--- config.mk ---
export PLATFORM = sky130hd
export DESIGN_NAME = ets_alu
export DESIGN_NICKNAME = d
export VERILOG_FILES = /design/src/sv/ets_pkg.sv /design/src/sv/ets_alu.sv
export SDC_FILE = /design/constraint.sdc
export NUM_CORES = 2
export LEC_CHECK = 0
export BUFFER_PORTS_ARGS = -buffer_cell sky130_fd_sc_hd__buf_2
export CAP_MARGIN = 30
export CELL_PAD_IN_SITES_DETAIL_PLACEMENT = 1
export CELL_PAD_IN_SITES_GLOBAL_PLACEMENT = 2
export CORE_MARGIN = 2
export CORE_UTILIZATION = 43
export DETAILED_ROUTE_END_ITERATION = 8
export GPL_ROUTABILITY_DRIVEN = 0
export GPL_TIMING_DRIVEN = 1
export PLACE_DENSITY_LB_ADDON = 0.1
export SLEW_MARGIN = 20
export SYNTH_ARGS = -nofsm -noshare
export SYNTH_HDL_FRONTEND = slang
export SYNTH_SLANG_ARGS = --single-unit
--- constraint.sdc ---
create_clock -name vclk -period 14.8
set_input_delay 1.48 -clock vclk [all_inputs]
set_output_delay 1.48 -clock vclk [all_outputs]
set_load 0.1 [all_outputs]
--- src/sv/ets_pkg.sv ---
// ----------------------------------------------------------------------------
// ets_pkg
// Types and constants shared by the smoothing state update block and its units.
// ----------------------------------------------------------------------------
package ets_pkg;

  localparam int FRAC_BITS = 16;

  // season ring depth; a power of two so ring indexes wrap by masking
  localparam int SEASON_MAX = 64;

  typedef enum logic [1:0] {
    OP_SAMPLE = 2'd0,
    OP_LOAD_LEVEL = 2'd1,
    OP_LOAD_GROWTH = 2'd2,
    OP_LOAD_SEASON = 2'd3
  } op_t;

  localparam logic [2:0] CFG_ERROR_KIND  = 3'd0;
  localparam logic [2:0] CFG_TREND_KIND  = 3'd1;
  localparam logic [2:0] CFG_SEASON_KIND = 3'd2;
  localparam logic [2:0] CFG_LEVEL_GAIN  = 3'd3;
  localparam logic [2:0] CFG_GROWTH_GAIN = 3'd4;
  localparam logic [2:0] CFG_SEASON_GAIN = 3'd5;
  localparam logic [2:0] CFG_DAMPING     = 3'd6;
  localparam logic [2:0] CFG_SEASON_LEN  = 3'd7;

  localparam logic [1:0] KIND_NONE = 2'd0;
  localparam logic [1:0] KIND_ADD  = 2'd1;
  localparam logic [1:0] KIND_MUL  = 2'd2;

  localparam logic [1:0] ST_OK    = 2'd0;
  localparam logic [1:0] ST_UNDEF = 2'd1;
  localparam logic [1:0] ST_SAT   = 2'd2;

  // shared unit operations
  typedef enum logic [1:0] {
    ALU_ADD = 2'd0,
    ALU_SUB = 2'd1,
    ALU_MUL = 2'd2
  } alu_op_t;

  typedef struct packed {
    logic [1:0]  operation;
    logic signed [31:0] value;
    logic [5:0]  slot;
  } in_item_t;

  typedef struct packed {
    logic signed [31:0] forecast;
    logic signed [31:0] error_value;
    logic signed [31:0] new_level;
    logic signed [31:0] new_growth;
    logic signed [31:0] new_season;
    logic [1:0]  status;
  } out_item_t;

endpackage

--- src/sv/ets_alu.sv ---
// ----------------------------------------------------------------------------
// ets_alu
// Shared saturating add, subtract and Q16.16 multiply, one result per cycle.
// ----------------------------------------------------------------------------
module ets_alu (
  input  ets_pkg::alu_op_t    op,
  input  logic signed [31:0]  a,
  input  logic signed [31:0]  b,
  output logic signed [31:0]  y,
  output logic                clip
);
  import ets_pkg::*;

  logic signed [32:0] sum;
  logic signed [63:0] prod;
  logic signed [47:0] pq;

  always_comb begin
    sum  = '0;
    prod = a * b;
    pq   = prod[63:16]; // arithmetic shift floors
    y    = '0;
    clip = 1'b0;
    unique case (op)
      ALU_ADD, ALU_SUB: begin
        sum = (op == ALU_ADD) ? (33'(a) + 33'(b)) : (33'(a) - 33'(b));
        if (sum > 33'sh0_7FFF_FFFF) begin
          y = 32'sh7FFF_FFFF; clip = 1'b1;
        end else if (sum < -33'sh0_8000_0000) begin
          y = 32'sh8000_0000; clip = 1'b1;
        end else begin
          y = sum[31:0];
        end
      end
      default: begin
        if (pq > 48'sh7FFF_FFFF) begin
          y = 32'sh7FFF_FFFF; clip = 1'b1;
        end else if (pq < -48'sh8000_0000) begin
          y = 32'sh8000_0000; clip = 1'b1;
        end else begin
          y = pq[31:0];
        end
      end
    endcase
  end

endmodule

Word-level counts from Yosys, hierarchy flattened
Index checks and enable logic that the tools add are counted.

Register bits: 0. Output and inout bits: 33. Logic and storage cells: 21.

$add $sub $neg: 2. Multipliers: 1. Order comparisons: 4. Eq/ne operators: 1. Mux-type cells: 11. Reduce and logical (&&, ||, !) cells: 2.

Operators by type and width (number): 2-to-1 mux 32 bit (5); multiplier 32 x 32 -> 64 bit (1); greater-than comparator 48 x 32 -> 1 bit (second input constant) (1); less-than comparator 48 x 32 -> 1 bit (second input constant) (1); adder 32 x 32 -> 33 bit (1); greater-than comparator 33 x 32 -> 1 bit (second input constant) (1); less-than comparator 33 x 32 -> 1 bit (second input constant) (1); 2-to-1 mux 33 bit (1); subtractor 32 x 32 -> 33 bit (1); 2-to-1 mux 1 bit (5); equality test 2 x 1 -> 1 bit (second input constant) (1); logical NOT 2 bit (1); OR reduction 2 bit (1).

Depth between registers and ports, before layout
Word-level depth: 6. Gate-level depth with buffers: 33.

Least setup slack after synthesis
OpenSTA, ideal clock, no wires.

Kind: input to output. Start: input b[2]. End: output y[21]. Arrival time: 11621 ps. Required time: 13320 ps. Slack: 1699 ps. Cell stages on the path: 28. Cells stage by stage: clkbuf_1 -> clkbuf_1 -> nand2_1 -> inv_1 -> fa_1 -> fa_1 -> fa_1 -> inv_1 -> fa_1 -> inv_1 -> fa_1 -> fa_1 -> inv_1 -> fa_1 -> inv_1 -> fa_1 -> ha_1 -> buf_2 -> nand4_1 -> or4_1 -> a2111oi_2 -> mux2_2 -> nor4b_1 -> o2111ai_1 -> o31ai_4 -> buf_6 -> nand2_1 -> a21oi_1.

Longest elaborated chain between the ends: 6.

Ends and longest elaborated chain: from (decl) (line ets_alu.sv:8) `input logic signed [31:0] b,`; parallel branches: the longest is 5 deep, another holds multiplier 32 x 32 -> 64 bit; 2-to-1 mux 32 bit * (line ets_alu.sv:24) `unique case (op)`; to (decl) (line ets_alu.sv:9) `output logic signed [31:0] y,`.

Mark *: on every way between the ends.

Worst setup path in the final report
Start: input a[31]. End: output y[28].

Longest elaborated chain between the ends: 6.

Ends and longest elaborated chain: from (decl) (line ets_alu.sv:7) `input logic signed [31:0] a,`; parallel branches: the longest is 5 deep, another holds multiplier 32 x 32 -> 64 bit; 2-to-1 mux 32 bit * (line ets_alu.sv:24).

Marked as above.

==> flow_metrics.py <==
metrics = {
    "status": {
        "outcome": "completed",
    },
    "synthesis": {
        "yosys.area.top_type_share": 0.5517,
        "synthesis.nets": 5724,
        "yosysWarnings": 0,
        "synth.top_cells.by_area": "fa_1 55%, inv_1 9.1%, and2_1 8.3%, ha_1 6.8%, nand2_1 5.5%",
        "synth_seq_area_share": 0,
        "synth_area_per_cell_um2": 8.999,
        "synth_area_mm2": 0.03926,
        "synthDistinctLibCells": 73,
        "yosysTopAreaCell": "fa_1",
        "synthCells": 4363,
    },
    "finish": {
        "regArea_um2": 0,
        "layout_commonest_cell": "fa_1",
        "nFillCells": 10570,
        "final_util": 0.4494,
        "synthToLayoutAreaGrowth_pct": 3.340,
        "seq_cells": 0,
        "nets": 5613,
        "n_clock_buffer": 0,
        "final_cell_mix": "1082 x fa_1, 948 x inv_1, 579 x nand2_1, 520 x and2_1, 213 x ha_1",
        "drive_above_1_share": 0.04000,
    },
    "grt": {
        "grt_overflow_total": 0,
        "antenna_found_initial": 7,
        "grt_max_degree": 37,
        "grt_pass1_wl_mm": 195.2,
        "groute.usage.overall": 0.2728,
        "grt_pass1_vias": 33360,
    },
    "clock_network": {
        "cts_resized": 0,
        "hold_buffers": 0,
        "cts_setup_buffers": 0,
    },
    "timing": {
        "slew_headroom": 0.3214,
        "rsz0062_at_grt": "no",
        "finalHoldViolCount": 0,
        "max_freq_mhz": 73.10,
        "setup_viol": 0,
        "final_max_slew_viol_count": 0,
        "period_share": 0.9243,
        "fin_tns_setup_ps": 0,
        "min_period_ps": 13680,
        "worst_slew_pin_slew_ps": 1018,
    },
    "placed_design": {
        "dp_hpwl_mm": 103.0,
        "io_buffer_count": 99,
    },
    "setup_path": {
        "crit_arrival_ps": 12200,
        "cp_slowest_stage_delay_ps": 990,
        "crit_path_frequent_cell": "fa_1",
        "cp_num_buf_inv": 8,
        "cp_slowest_cell": "fa_1",
        "crit_type": "input pin to primary output",
        "critical_path.max_fanout": 32,
        "cp_data_required_time_ps": 13320,
        "crit_path_end_kind": "primary output",
        "crit_family": "adder cells",
        "crit_path_start_kind": "input pin",
    },
    "die": {
        "core_mm2": 0.09029,
        "dieArea_mm2": 0.09374,
        "fp.dieH_um": 306.2,
        "start_util": 0.4349,
        "rows": 110,
        "ios": 99,
        "die_w_um": 306.2,
    },
    "detailed_routing": {
        "wl_mm": 122.5,
        "drc": 0,
        "wl_per_cell_um": 22.56,
        "via_per_inst": 5.276,
        "drtIter0Drc": 1140,
        "drtAntennaViolNets": 0,
        "num_vias": 28650,
        "drtPass1Iterations": 5,
    },
    "job": {
        "maxCapViolCount": 0,
    },
    "min_path": {
        "min_path_type": "input pin to primary output",
    },
}
[through the flow]
step	setup WS (ps)	area (µm²)	hold WS (ps)	cells
finish	1120	40570	3714	5429
global route	442.2	40570	3705	5426
CTS	1005	40540	3742	5425
detailed placement	1041	40540	3739	5425
global placement	1224	40510	3758	5423
floorplan	1699	39260	3557	4363
[worst min-delay path, stage by stage]
cell and delay (ps):
buf_2 190, o21ai_0 210, buf_2 340
[layout make-up]
| cell class | count | area, µm² | area share |
|---|---|---|---|
| Multi-Input combinational cell | 3163 | 34710 | 0.8554 |
| Inverter | 949 | 3562 | 0.08779 |
| Tap cell | 1176 | 1471 | 0.03626 |
| Timing Repair Buffer | 138 | 824.5 | 0.02032 |
| Antenna cell | 3 | 7.507 | 0.0001850 |
[kinds of logic after synthesis]
| logic type | share of synthesized area |
|---|---|
| buffers and inverters | 0.1160 |
| AO/OA/AOI/OAI | 0.06498 |
| multiplexers | 0.001370 |
| XOR/XNOR | 0.02588 |
| adder cells (fa/ha/maj) | 0.6196 |
| AND/OR/NAND/NOR | 0.1722 |
[routing by layer]
layer | GRT usage | part of all wire | vias up | wire length (µm)
met1 | 0.3365 | 0.40 | 15430 | 49580
li1 | - | - | 12650 | -
met2 | 0.5013 | 0.52 | 408 | 63670
met5 | 0 | 0.00038 | - | 46
met3 | 0.02717 | 0.035 | 152 | 4237
met4 | 0.08584 | 0.041 | 8 | 4968
[path summary, 6_finish.rpt]
| check | start | endpoint | slack [ps] | cells past startpoint |
|---|---|---|---|---|
| min | op[1] | y[31] | 3710 | 3 |
| max | a[31] | y[28] | 1120 | 30 |
[synth_stat cells (4+ instances only)]
master	number
ha_1	213
a21oi_1	163
o31ai_1	7
o21bai_1	21
nand3_1	25
a21o_1	32
inv_1	948
nor3_1	27
fa_1	1082
o211ai_1	9
o21ai_0	63
a211o_1	6
buf_1	4
or3_1	5
nor2_1	80
a221o_1	4
buf_6	5
clkbuf_1	236
a31oi_1	14
nand2_2	5
a211oi_1	18
a21oi_2	10
or4_1	7
nor4_1	8
xnor2_1	81
nor2b_1	7
nand4_1	23
o21a_1	16
nand2_1	579
nand2b_1	22
a21boi_0	4
and3_1	18
and2_1	520
and4_1	4
xor2_1	35
