[config.mk]
export PLATFORM = sky130hd
export DESIGN_NAME = ets_div
export DESIGN_NICKNAME = d
export VERILOG_FILES = /design/src/sv/ets_pkg.sv /design/src/sv/ets_div.sv
export SDC_FILE = /design/constraint.sdc
export NUM_CORES = 1
export LEC_CHECK = 0
export ABC_AREA = 1
export BUFFER_PORTS_ARGS = -buffer_cell sky130_fd_sc_hd__buf_4
export CORE_MARGIN = 1.5
export CORE_UTILIZATION = 56
export DETAILED_ROUTE_END_ITERATION = 16
export PLACE_DENSITY = 0.8
export SLEW_MARGIN = 10
export SYNTH_ARGS = -nofsm -noshare
export SYNTH_HDL_FRONTEND = slang
export SYNTH_SLANG_ARGS = --single-unit
[constraint.sdc]
create_clock -name clk -period 7.55 [get_ports clk]
set_clock_uncertainty 0.05 [all_clocks]
set_input_delay 0.755 -clock clk [delete_from_list [all_inputs] [get_ports clk]]
set_output_delay 0.755 -clock clk [all_outputs]
set_load 0.02 [all_outputs]
[src/sv/ets_pkg.sv]
// ----------------------------------------------------------------------------
// ets_pkg
// Types and constants shared by the smoothing state update block and its units.
// ----------------------------------------------------------------------------
package ets_pkg;

  localparam int FRAC_BITS = 16;

  // season ring depth; a power of two so ring indexes wrap by masking
  localparam int SEASON_MAX = 64;

  typedef enum logic [1:0] {
    OP_SAMPLE = 2'd0,
    OP_LOAD_LEVEL = 2'd1,
    OP_LOAD_GROWTH = 2'd2,
    OP_LOAD_SEASON = 2'd3
  } op_t;

  localparam logic [2:0] CFG_ERROR_KIND  = 3'd0;
  localparam logic [2:0] CFG_TREND_KIND  = 3'd1;
  localparam logic [2:0] CFG_SEASON_KIND = 3'd2;
  localparam logic [2:0] CFG_LEVEL_GAIN  = 3'd3;
  localparam logic [2:0] CFG_GROWTH_GAIN = 3'd4;
  localparam logic [2:0] CFG_SEASON_GAIN = 3'd5;
  localparam logic [2:0] CFG_DAMPING     = 3'd6;
  localparam logic [2:0] CFG_SEASON_LEN  = 3'd7;

  localparam logic [1:0] KIND_NONE = 2'd0;
  localparam logic [1:0] KIND_ADD  = 2'd1;
  localparam logic [1:0] KIND_MUL  = 2'd2;

  localparam logic [1:0] ST_OK    = 2'd0;
  localparam logic [1:0] ST_UNDEF = 2'd1;
  localparam logic [1:0] ST_SAT   = 2'd2;

  // shared unit operations
  typedef enum logic [1:0] {
    ALU_ADD = 2'd0,
    ALU_SUB = 2'd1,
    ALU_MUL = 2'd2
  } alu_op_t;

  typedef struct packed {
    logic [1:0]  operation;
    logic signed [31:0] value;
    logic [5:0]  slot;
  } in_item_t;

  typedef struct packed {
    logic signed [31:0] forecast;
    logic signed [31:0] error_value;
    logic signed [31:0] new_level;
    logic signed [31:0] new_growth;
    logic signed [31:0] new_season;
    logic [1:0]  status;
  } out_item_t;

endpackage

[src/sv/ets_div.sv]
// ----------------------------------------------------------------------------
// ets_div
// Radix-2 signed divider: (a*65536)/b truncated toward zero, saturated.
// ----------------------------------------------------------------------------
module ets_div (
  input  logic               clk,
  input  logic               rst_n,
  input  logic               start,
  input  logic signed [31:0] a,
  input  logic signed [31:0] b,
  output logic               done,
  output logic signed [31:0] q,
  output logic               clip
);
  import ets_pkg::*;

  localparam int NB = 48;

  logic        busy_r, busy_nxt;
  logic [5:0]  cnt_r, cnt_nxt;
  logic [47:0] num_r, num_nxt;
  logic [31:0] den_r, den_nxt;
  logic [48:0] rem_r, rem_nxt;
  logic        neg_r, neg_nxt;
  logic        done_r, done_nxt;
  logic signed [31:0] q_r, q_nxt;
  logic        clip_r, clip_nxt;
  logic [48:0] trial;
  logic [47:0] ua;
  logic [48:0] sq;

  always_comb begin
    busy_nxt = busy_r; cnt_nxt = cnt_r; num_nxt = num_r; den_nxt = den_r;
    rem_nxt = rem_r; neg_nxt = neg_r; done_nxt = 1'b0; q_nxt = q_r;
    clip_nxt = clip_r;
    ua = a[31] ? 48'(-{{16{a[31]}}, a}) << 16 : 48'({16'd0, a}) << 16;
    trial = {rem_r[47:0], num_r[47]} - {17'd0, den_r};
    sq = '0;
    if (start) begin
      if (b == 0) begin
        done_nxt = 1'b1; q_nxt = 32'sh7FFF_FFFF; clip_nxt = 1'b1;
      end else begin
        busy_nxt = 1'b1; cnt_nxt = 6'(NB); num_nxt = ua;
        den_nxt = b[31] ? 32'(-b) : 32'(b);
        rem_nxt = '0; neg_nxt = a[31] ^ b[31];
      end
    end else if (busy_r) begin
      if (!trial[48]) begin
        rem_nxt = trial; num_nxt = {num_r[46:0], 1'b1};
      end else begin
        rem_nxt = {rem_r[47:0], num_r[47]}; num_nxt = {num_r[46:0], 1'b0};
      end
      cnt_nxt = cnt_r - 6'd1;
      if (cnt_r == 6'd1) begin
        busy_nxt = 1'b0; done_nxt = 1'b1;
        sq = neg_r ? -{1'b0, num_nxt} : {1'b0, num_nxt};
        if ($signed(sq) > 49'sh7FFF_FFFF) begin
          q_nxt = 32'sh7FFF_FFFF; clip_nxt = 1'b1;
        end else if ($signed(sq) < -49'sh8000_0000) begin
          q_nxt = 32'sh8000_0000; clip_nxt = 1'b1;
        end else begin
          q_nxt = sq[31:0]; clip_nxt = 1'b0;
        end
      end
    end
  end

  always_ff @(posedge clk) begin
    if (!rst_n) begin
      busy_r <= 1'b0; done_r <= 1'b0; cnt_r <= '0;
    end else begin
      busy_r <= busy_nxt; done_r <= done_nxt; cnt_r <= cnt_nxt;
    end
    num_r <= num_nxt; den_r <= den_nxt; rem_r <= rem_nxt; neg_r <= neg_nxt;
    q_r <= q_nxt; clip_r <= clip_nxt;
  end

  assign done = done_r;
  assign q = q_r;
  assign clip = clip_r;

endmodule

Yosys cells after proc, flatten, opt, wreduce, memory -nomap -nowiden
Index checks and enable logic that the tools add are counted.
{"block": "word_totals", "regBits": 170, "input_bits": 67, "out_inout_bits": 34, "wordCells": 64}
{"block": "op_classes", "n_addsub": 5, "order_cmp": 2, "eq_ne": 3, "muxes": 36, "n_bitwise": 2, "reduce_logical": 6}
{"op": "two-way mux 48 bit", "count": 10}
{"op": "two-way mux 32 bit", "count": 6}
{"op": "negation 32 bit", "count": 2}
{"op": "greater-than comparator 49 x 32 -> 1 bit (second input constant)", "count": 1}
{"op": "< comparator 49 x 32 -> 1 bit (second input constant)", "count": 1}
{"op": "two-way mux 49 bit", "count": 1}
{"op": "negation 48 -> 49 bit", "count": 1}
{"op": "subtractor 49 x 32 -> 49 bit", "count": 1}
{"op": "logical NOT 32 bit", "count": 1}
{"op": "two-way mux 31 bit", "count": 1}
{"op": "two-way mux 6 bit", "count": 3}
{"op": "two-way mux 1 bit", "count": 15}
{"op": "equality test 6 x 1 -> 1 bit (second input constant)", "count": 1}
{"op": "subtractor 6 x 1 -> 6 bit (second input constant)", "count": 1}
{"op": "AND reduction 2 bit", "count": 2}
{"op": "nonzero test 2 bit", "count": 2}
{"op": "AND reduction 3 bit", "count": 1}
{"op": "!= test 2 x 1 -> 1 bit (second input constant)", "count": 1}
{"op": "!= test 2 bit (second input constant)", "count": 1}
{"op": "NOT 1 bit", "count": 1}
{"op": "bitwise XOR 1 bit", "count": 1}

Depth between registers and ports, before layout
Gate-level depths: netlist of the first run.
{"block": "logic_depth", "ltp_word": 12, "ltp_mapped": 35, "depth_no_buf": 34}

Worst setup path after synthesis of the first run
Ideal clock, no wire load.
{"block": "synth_timing", "path_kind": "input port to flip-flop", "start": "in b[0]", "end": "reg cnt_r[5]", "setup_time_ns": 0.129, "arrival_ns": 5.667, "t_required_ns": 7.371, "path_slack_ns": 1.704, "path_stages": 12, "n_path_buf": 0, "path_cell_list": "inv_1 > ha_1 > nand4_1 > nor3_1 > nand4_1 > nor3_1 > nor2_1 > nor2_1 > inv_1 > nand3_1 > o21ai_0 > a31oi_1"}
{"block": "synth_via", "elab_chain_len": 3}
{"element": "from (decl)", "line": "ets_div.sv:10", "rtl": "input logic signed [31:0] b,"}
{"element": "logical NOT 32 bit", "line": "ets_div.sv:40", "rtl": "if (b == 0) begin"}
{"element": "!= test 2 bit (no line)"}
{"element": "AND reduction 2 bit (no line)"}
{"element": "to (signal assigned)", "line": "ets_div.sv:72", "rtl": "busy_r <= busy_nxt; done_r <= done_nxt; cnt_r <= cnt_nxt;"}
{"element": "to (decl)", "line": "ets_div.sv:20", "rtl": "logic [5:0] cnt_r, cnt_nxt;"}
Every way passes these cells.
A chain may end at the register's enable or synchronous reset.

Worst setup path after layout of the first run
{"block": "layout_timing", "start": "reg num_r[47]", "end": "reg q_r[1] (netlist: q[1]), data pin"}
{"block": "layout_via", "elab_chain_len": 12, "word_cells_on_any_way": 13, "cone_classes": "2 x add/sub; 2 x order compare; 9 x mux"}
{"element": "from (decl)", "line": "ets_div.sv:21", "rtl": "logic [47:0] num_r, num_nxt;"}
{"element": "from (signal assigned)", "line": "ets_div.sv:74", "rtl": "num_r <= num_nxt; den_r <= den_nxt; rem_r <= rem_nxt; neg_r <= neg_nxt;"}
{"element": "subtractor 49 x 32 -> 49 bit *", "line": "ets_div.sv:37", "rtl": "trial = {rem_r[47:0], num_r[47]} - {17'd0, den_r};"}
{"element": "two-way mux 1 bit *", "line": "ets_div.sv:48", "rtl": "if (!trial[48]) begin"}
{"element": "two-way mux 48 bit *", "line": "ets_div.sv:47", "rtl": "end else if (busy_r) begin"}
{"element": "two-way mux 48 bit *", "line": "ets_div.sv:39", "rtl": "if (start) begin"}
{"element": "negation 48 -> 49 bit", "line": "ets_div.sv:56", "rtl": "sq = neg_r ? -{1'b0, num_nxt} : {1'b0, num_nxt};"}
{"element": "two-way mux 49 bit *", "line": "ets_div.sv:56"}
{"element": "< comparator 49 x 32 -> 1 bit", "line": "ets_div.sv:59", "rtl": "end else if ($signed(sq) < -49'sh8000_0000) begin"}
{"element": "two-way mux 32 bit", "line": "ets_div.sv:59"}
{"element": "two-way mux 32 bit *", "line": "ets_div.sv:57", "rtl": "if ($signed(sq) > 49'sh7FFF_FFFF) begin"}
{"element": "two-way mux 32 bit *", "line": "ets_div.sv:54", "rtl": "if (cnt_r == 6'd1) begin"}
{"element": "two-way mux 32 bit *", "line": "ets_div.sv:47"}
{"element": "two-way mux 32 bit *", "line": "ets_div.sv:39"}
{"element": "to (signal assigned)", "line": "ets_div.sv:75", "rtl": "q_r <= q_nxt; clip_r <= clip_nxt;"}
{"element": "to (decl)", "line": "ets_div.sv:26", "rtl": "logic signed [31:0] q_r, q_nxt;"}
Every way passes the cells marked *; elsewhere a longest branch is shown, timed or not. The select of a mux whose other input is x is not followed.

==> metrics.md, run 1 <==
| Metric | Value |
|---|---|
| Status | completed |
| Relative slew slack | 28.5% |
| Unrepaired setup endpoints after global routing | false |
| FP Rows | 54 |
| Synth area leader | edfxtp_1 |
| Clock power frac | 29.4% |
| Initial core utilization | between 50 and 60% |
| Routed WL per cell | 15.3 µm |
| Setup-failing EPs final | 0 |
| Die area | 23200 µm² |
| Ys flop type | edfxtp_1 |
| Critical path type | flop to flop |
| Clk root buf | clkbuf_16 |
| TritonCTS clock tree | built |
| Synthesized cell area | 12500 µm² |
| Crit-path max cell delay | 0.42 ns |
| Detail Placement HPWL | 22.3 mm |
| Min Tclk post-route | 4.76 ns |
| DP Area | about 13000 µm² |
| H-tree depth | 4 |
| Synth top area cells | edfxtp_1 (39%), nand2_1 (8.0%), xor2_1 (6.5%) |
| Count of inserted antenna diode cells | 0 |
| Vias in the first global route | approximately 10000 |
| Worst Tran Pin Value | between 1 and 1.5 ns |
| Syn Nets | ~1700 |
| Die Ht | approximately 150 µm |
| Grt total ovfl | 0 |
| # port buffers | 100 |
| Largest net degree at the start of global routing | approximately 110 |
| Crit-path most repeated cell | nand2_1 |
| CP startpoint kind | flop |
| Number of unique standard cell types used by synthesis | 55 |
| Vias | 10700 |
| Synth async-reset ratio | 0% |
| Fin area | 13900 µm² |
| Yosys top cell area share | around two fifths |
| Cts repair resizes | 0 |
| Fillcell total | 1850 |
| DR pass1 iterations | 6 |
| Sequential power share | 40.8% |
| Sum Neg Setup Slack | 0 ns |
| Share of cells above drive strength 1 | 15.4% |
| Final Hold Fails | 0 |
| # IOs | 101 |
| Total GRT Usage | 25.7% |
| Routed vias/inst | 5.53 |
| DRC viols | 0 |
| Placed cell count | around 1900 |
| Cts bufs inserted | 17 |
| EDFF count, synth | 162 |
| Finished Layout Cells | 1930 |
| Crit share post-route | 63.1% |
| Initial antenna violation count | 0 |
| Pint | 1.94 mW |
| Routability cong. | between 0.9 and 1 |
| Die X | 152 µm |
| Buf/Inv on CP | 1 |
| CP max FO | 33 |
| P per Cell Area | about 210 nW/µm² |
| Fmax | 210 MHz |
| Worst path arrival time | 4.85 ns |
| First-pass GRT wire length | between 40 and 50 mm |
| Pre-CTS WS | 2.86 ns |
| Final Slew Violations | 0 |
| VDD IR max | 163 µV |
| Critical Path Slowest Stage Cell | fa_1 |
| HP Class | flop to flop |
| Family with the most delay on the worst path | simple AND/OR/NAND/NOR gates |
| DR iter-0 viols | 808 |
| Syn-to-layout area delta | 11.7% |
| Hold_buf cts | 0 |
| Sw Share | 35.2% |
| Max-cap violations | 0 |
| LEAKAGE | roughly 6 nW |
| Crit path capture type | flop |
| Combinational share of power | 29.8% |
| Reg clk slew, reported paths | 0.08 ns |
| WP data required | around 7.6 ns |
| Yosys reg bits | 170 |
| Yosys warnings | 0 |
| Syn avg cell area | 8.01 µm² |
| Sequential share of the synthesized area | 40.3% |
| Sink Count | 170 |
| Post-route ant nets | 0 |
| Hold Slack | 0.435 ns |
| Core area | 21800 µm² |
| Top cells by count, synth | nand2_1 (267), inv_1 (205), nor2_1 (190) |
| Mapped Cells | 1556 |
| Clock tree buffer depth | 2 |
| Postcts setup bufs | 0 |
| Switching power | between 1 and 1.5 mW |
| Nets | 1742 |
| Worst skew pair latency | approximately 0.45 ns |
| Total Wirelength | 29.5 mm |
| Final setup margin | 2.79 ns |
| Most common cell in the synthesized netlist | nand2_1 |
cells in the final DEF, fill, tap and decap left out, types with 3 or more instances in the layout:
master	instances
nand3_1	61
nand2_1	267
nor4_1	16
o21ai_1	3
inv_6	5
nor2_1	189
inv_8	4
nand3_2	33
a31oi_1	14
o21ai_0	104
nand2_4	3
nor3_1	33
edfxtp_1	162
or2_2	6
ha_1	37
dfxtp_1	8
o41ai_1	5
nand4_1	34
a21oi_1	90
or3_1	3
inv_1	203
clkbuf_16	17
o21bai_1	3
xnor2_1	31
o21a_1	5
nor2_2	12
a211oi_1	7
inv_2	9
clkinvlp_4	3
and3_1	4
o31ai_1	6
nor2_4	3
nand2_2	42
xor2_1	92
buf_4	106
nand3b_1	3
worst paths after layout:
check / end / cells after the start / start / slack [ns]
worst max register to register: q[1] / 30 / num_r[47] / 2.79
worst min register to register: busy_r / 2 / busy_r / 0.43
worst max-delay path: q[1] / 30 / num_r[47] / 2.79
worst min-delay path: busy_r / 2 / busy_r / 0.43
area by class of cell:
class,instances,area (µm²),share of cell area [%]
sequential,170,5020,36.1
multi-input combinational,1127,6370,45.7
tap,280,350,2.52
timing repair buffer,106,796,5.71
clock buffer,17,425,3.05
clock inverter,15,154,1.11
inverter,215,810,5.81
state kept, by name (all words and copies together), names as in the netlist:
name    flops
busy_r      1
clip        1
cnt_r       6
den_r      32
done        1
neg_r       1
num_r      48
q          32
rem_r      48
worst register-to-register path, delay by kind of cell, from the launching register on:
kind | cells | cell delay (ns)
and+or+nand+nor | 24 | 2.65
AOI/OAI and AO/OA | 2 | 0.53
adders and majority gates | 3 | 0.83
DFF | 1 | 0.35
buffers and inverters | 1 | 0.05
cells by family after synthesis:
family	synth area share, %
AOI/OAI and AO/OA	11.2
DFF	40.3
adders and majority gates	3.87
and+or+nand+nor	27.4
xor gates and xnor gates	8.64
buffers and inverters	8.67
metrics by stage:
stage	utilization, %	total power, mW
after detailed placement	61.2	2.11
after global placement	61.2	2.09
final	63.8	2.99
after global routing	63.8	3.15
after CTS	63.8	2.99
after floorplan	-	1.90
layer usage:
layer	up-vias	track usage, %	part of all wire (%)
met3	47	3.41	4.7
met4	0	8.60	2.2
met5	-	0	0
met1	4945	34.0	45
met2	306	43.4	48
li1	5377	-	-
power groups by stage:
| stage | registers (mW) | logic, mW | clock network, mW |
|---|---|---|---|
| finish | 1.22 | 0.891 | 0.880 |
| global placement | 1.24 | 0.853 | 0 |
| floorplan | 1.22 | 0.677 | 0 |
| CTS | 1.22 | 0.882 | 0.890 |
| global route | 1.23 | 1.00 | 0.921 |
| detailed placement | 1.24 | 0.871 | 0 |
Power figures use the tool's default switching activity.
==> inputs of run 2 (changes only) <==
==> constraint.sdc (replaced) <==
create_clock -name clk -period 4.85 [get_ports clk]
set_clock_uncertainty 0.05 [all_clocks]
set_input_delay 0.485 -clock clk [delete_from_list [all_inputs] [get_ports clk]]
set_output_delay 0.485 -clock clk [all_outputs]
set_load 0.02 [all_outputs]
==> metrics.md, run 2 (synthesis gave the netlist of run 1 again) <==
| Metric | Value |
|---|---|
| DR iter-0 viols | 886 (+9.7%) |
| Vias in the first global route | 10300 (+1.9%) |
| CP startpoint kind | flop |
| Vias | 10900 (+2.5%) |
| Most frequent cells in the layout | nand2_1 (267), inv_1 (203), nor2_1 (189), edfxtp_1 (162), buf_4 (106) |
| FP Rows | 54 (unchanged) |
| Routed WL per cell | 15.7 µm (+2.8%) |
| H-tree depth | 4 (unchanged) |
| Crit-path most repeated cell | nand2_2 |
| Fillcell total | 1859 (+0.49%) |
| Critical path endpoint | q[28] |
| Routability cong. | 0.960 (-0.65%) |
| Die X | 152 µm (unchanged) |
| DR pass1 iterations | 6 (unchanged) |
| Core area | 21800 µm² (unchanged) |
| Relative slew slack | 37.1% (+8.6 points) |
| Final Hold Fails | 0 (unchanged) |
| Fmax | 221 MHz (+5.4%) |
| Worst skew pair latency | 0.44 ns (about the same) |
| Crit. Startpoint | num_r[47] |
| Worst hold path startpoint | b[0] |
| Register area | 5020 µm² (unchanged) |
| Share of cells above drive strength 1 | 15.5% (+0.15 points) |
| Worst Tran Pin Value | 0.944 ns (-0.129 ns) |
| Hold Slack | 0.191 ns (-0.243 ns) |
| P per Cell Area | 329 nW/µm² (+53%) |
| Reg2reg path depth | 30 (unchanged) |
| Critical R2R Capture | q[28] |
| Critical Path Slowest Stage Cell | fa_1 |
| Die area | 23200 µm² (unchanged) |
| Commonest non-fill, non-tap cell in the layout | nand2_1 |
| Crit-path max cell delay | 0.43 ns (about the same) |
| CP max FO | 17 (-48%) |
| Routed vias/inst | 5.66 (+2.3%) |
| Top flop regs | num_r: 48 flops, rem_r: 48 flops |
| Crit share post-route | 93.2% (+30 points) |
| Final Slew Violations | 0 (unchanged) |
| Count of inserted antenna diode cells | 0 (unchanged) |
| R2R Path Start | num_r[47] |
| DRC viols | 0 (unchanged) |
| Clock tree buffer depth | 2 (unchanged) |
| Critical path type | flop to flop |
| Worst path arrival time | 4.62 ns (-0.23 ns) |
| Initial antenna violation count | 0 (unchanged) |
| Post-route ant nets | 0 (unchanged) |
| Largest net degree at the start of global routing | 97 (-8.5%) |
| Detail Placement HPWL | 22.6 mm (+1.7%) |
| First-pass GRT wire length | 50.2 mm (+3.2%) |
| Reg clk slew, reported paths | 0.07 ns (about the same) |
| Status | completed |
| Initial core utilization | 57.1% (unchanged) |
| Grt total ovfl | 0 (unchanged) |
| Max-cap violations | 0 (unchanged) |
| Final core occ | 64.0% (+0.22 points) |
| # IOs | 101 (unchanged) |
| Clk root buf | clkbuf_16 |
| Min Tclk post-route | 4.52 ns (-0.244 ns) |
| # port buffers | 100 (unchanged) |
| HP Class | input pin to flop |
| Nets | 1745 (+0.17%) |
| Syn-to-layout area delta | 12.1% |
| LEAKAGE | 6.03 nW (+0.31%) |
| Setup-failing EPs final | 0 (unchanged) |
| VDD IR max | 206 µV (+26%) |
| Worst R2R Setup Slack | 0.33 ns (-2.46 ns) |
| Die Ht | 152 µm (unchanged) |
| Total GRT Usage | 26.4% (+0.77 points) |
| TritonCTS clock tree | built |
| Crit path capture type | flop |
| Area of the multi-input gates | 6390 µm² (+0.33%) |
| WP data required | 4.95 ns (-2.69 ns) |
| Total Wirelength | 30.4 mm (+3.0%) |
| Sink Count | 170 (unchanged) |
| Cts bufs inserted | 17 (unchanged) |
run 2: cell types whose count changed in the layout (fill, tap and decap cells not counted), sizes merged:
cell    change
buf         +2
bufinv      -1
clkbuf      +4
clkinv      +4
inv         -6
run 2: what timing repair did:
action / CTS / global route
hold endpoints to repair: 0 / 0
setup buffers: 0 / 1
gates resized for setup: 0 / 3
setup endpoints to repair: 0 / 33
hold buffers: 0 / 0
run 2: cell type report:
class,count,area share [%]
inverter,215,5.81
tap,280,2.51
clock buffer,20,3.20
timing repair buffer,109,6.16
clock inverter,12,0.654
multi-input combinational,1127,45.7
sequential,170,36.0
run 2: worst max-delay path: cells and delay by family (launching register included):
family,cells,cell delay [ns]
and+or+nand+nor,22,2.25
buffers and inverters,2,0.21
adders and majority gates,3,0.82
AOI/OAI and AO/OA,2,0.37
xor gates and xnor gates,1,0.19
DFF,1,0.34
run 2: worst min-delay path by stage:
stage	endpoint	slack (ns)	cells past startpoint
after detailed placement	busy_r	0.42	2
after floorplan	busy_r	0.40	2
after global routing	den_r[0]	0.19	1
final	den_r[0]	0.19	1
after global placement	busy_r	0.41	2
after CTS	den_r[0]	0.19	1
run 2: routing by layer:
| layer | vias to the layer above | track usage (%) | wire [µm] |
|---|---|---|---|
| met3 | 58 | 4.29 | 1810 |
| met4 | 0 | 8.65 | 685 |
| met1 | 5109 | 35.8 | 13400 |
| met2 | 400 | 43.4 | 14500 |
| met5 | - | 0 | 0 |
| li1 | 5375 | - | - |
run 2: stage by stage:
stage | cells | setup TNS [ns] | area (µm²) | power [mW] | setup slack (ns)
after floorplan | 1556 | 0 | 12500 | 2.95 | 0.203
after global placement | 1899 | 0 | 13400 | 3.26 | 0.389
after detailed placement | 1899 | 0 | 13400 | 3.30 | 0.248
after CTS | 1931 | 0 | 13900 | 4.57 | 0.229
after global routing | 1933 | -0.000186 | 14000 | 4.85 | -0.000186
final | 1933 | 0 | 14000 | 4.59 | 0.331
run 2: power by group:
group | switching (mW) | internal, mW | leakage [nW] | total, mW
registers | 0.106 | 1.80 | 1.68 | 1.90
logic | 0.907 | 0.503 | 4.09 | 1.41
clock network | 0.607 | 0.673 | 0.261 | 1.28
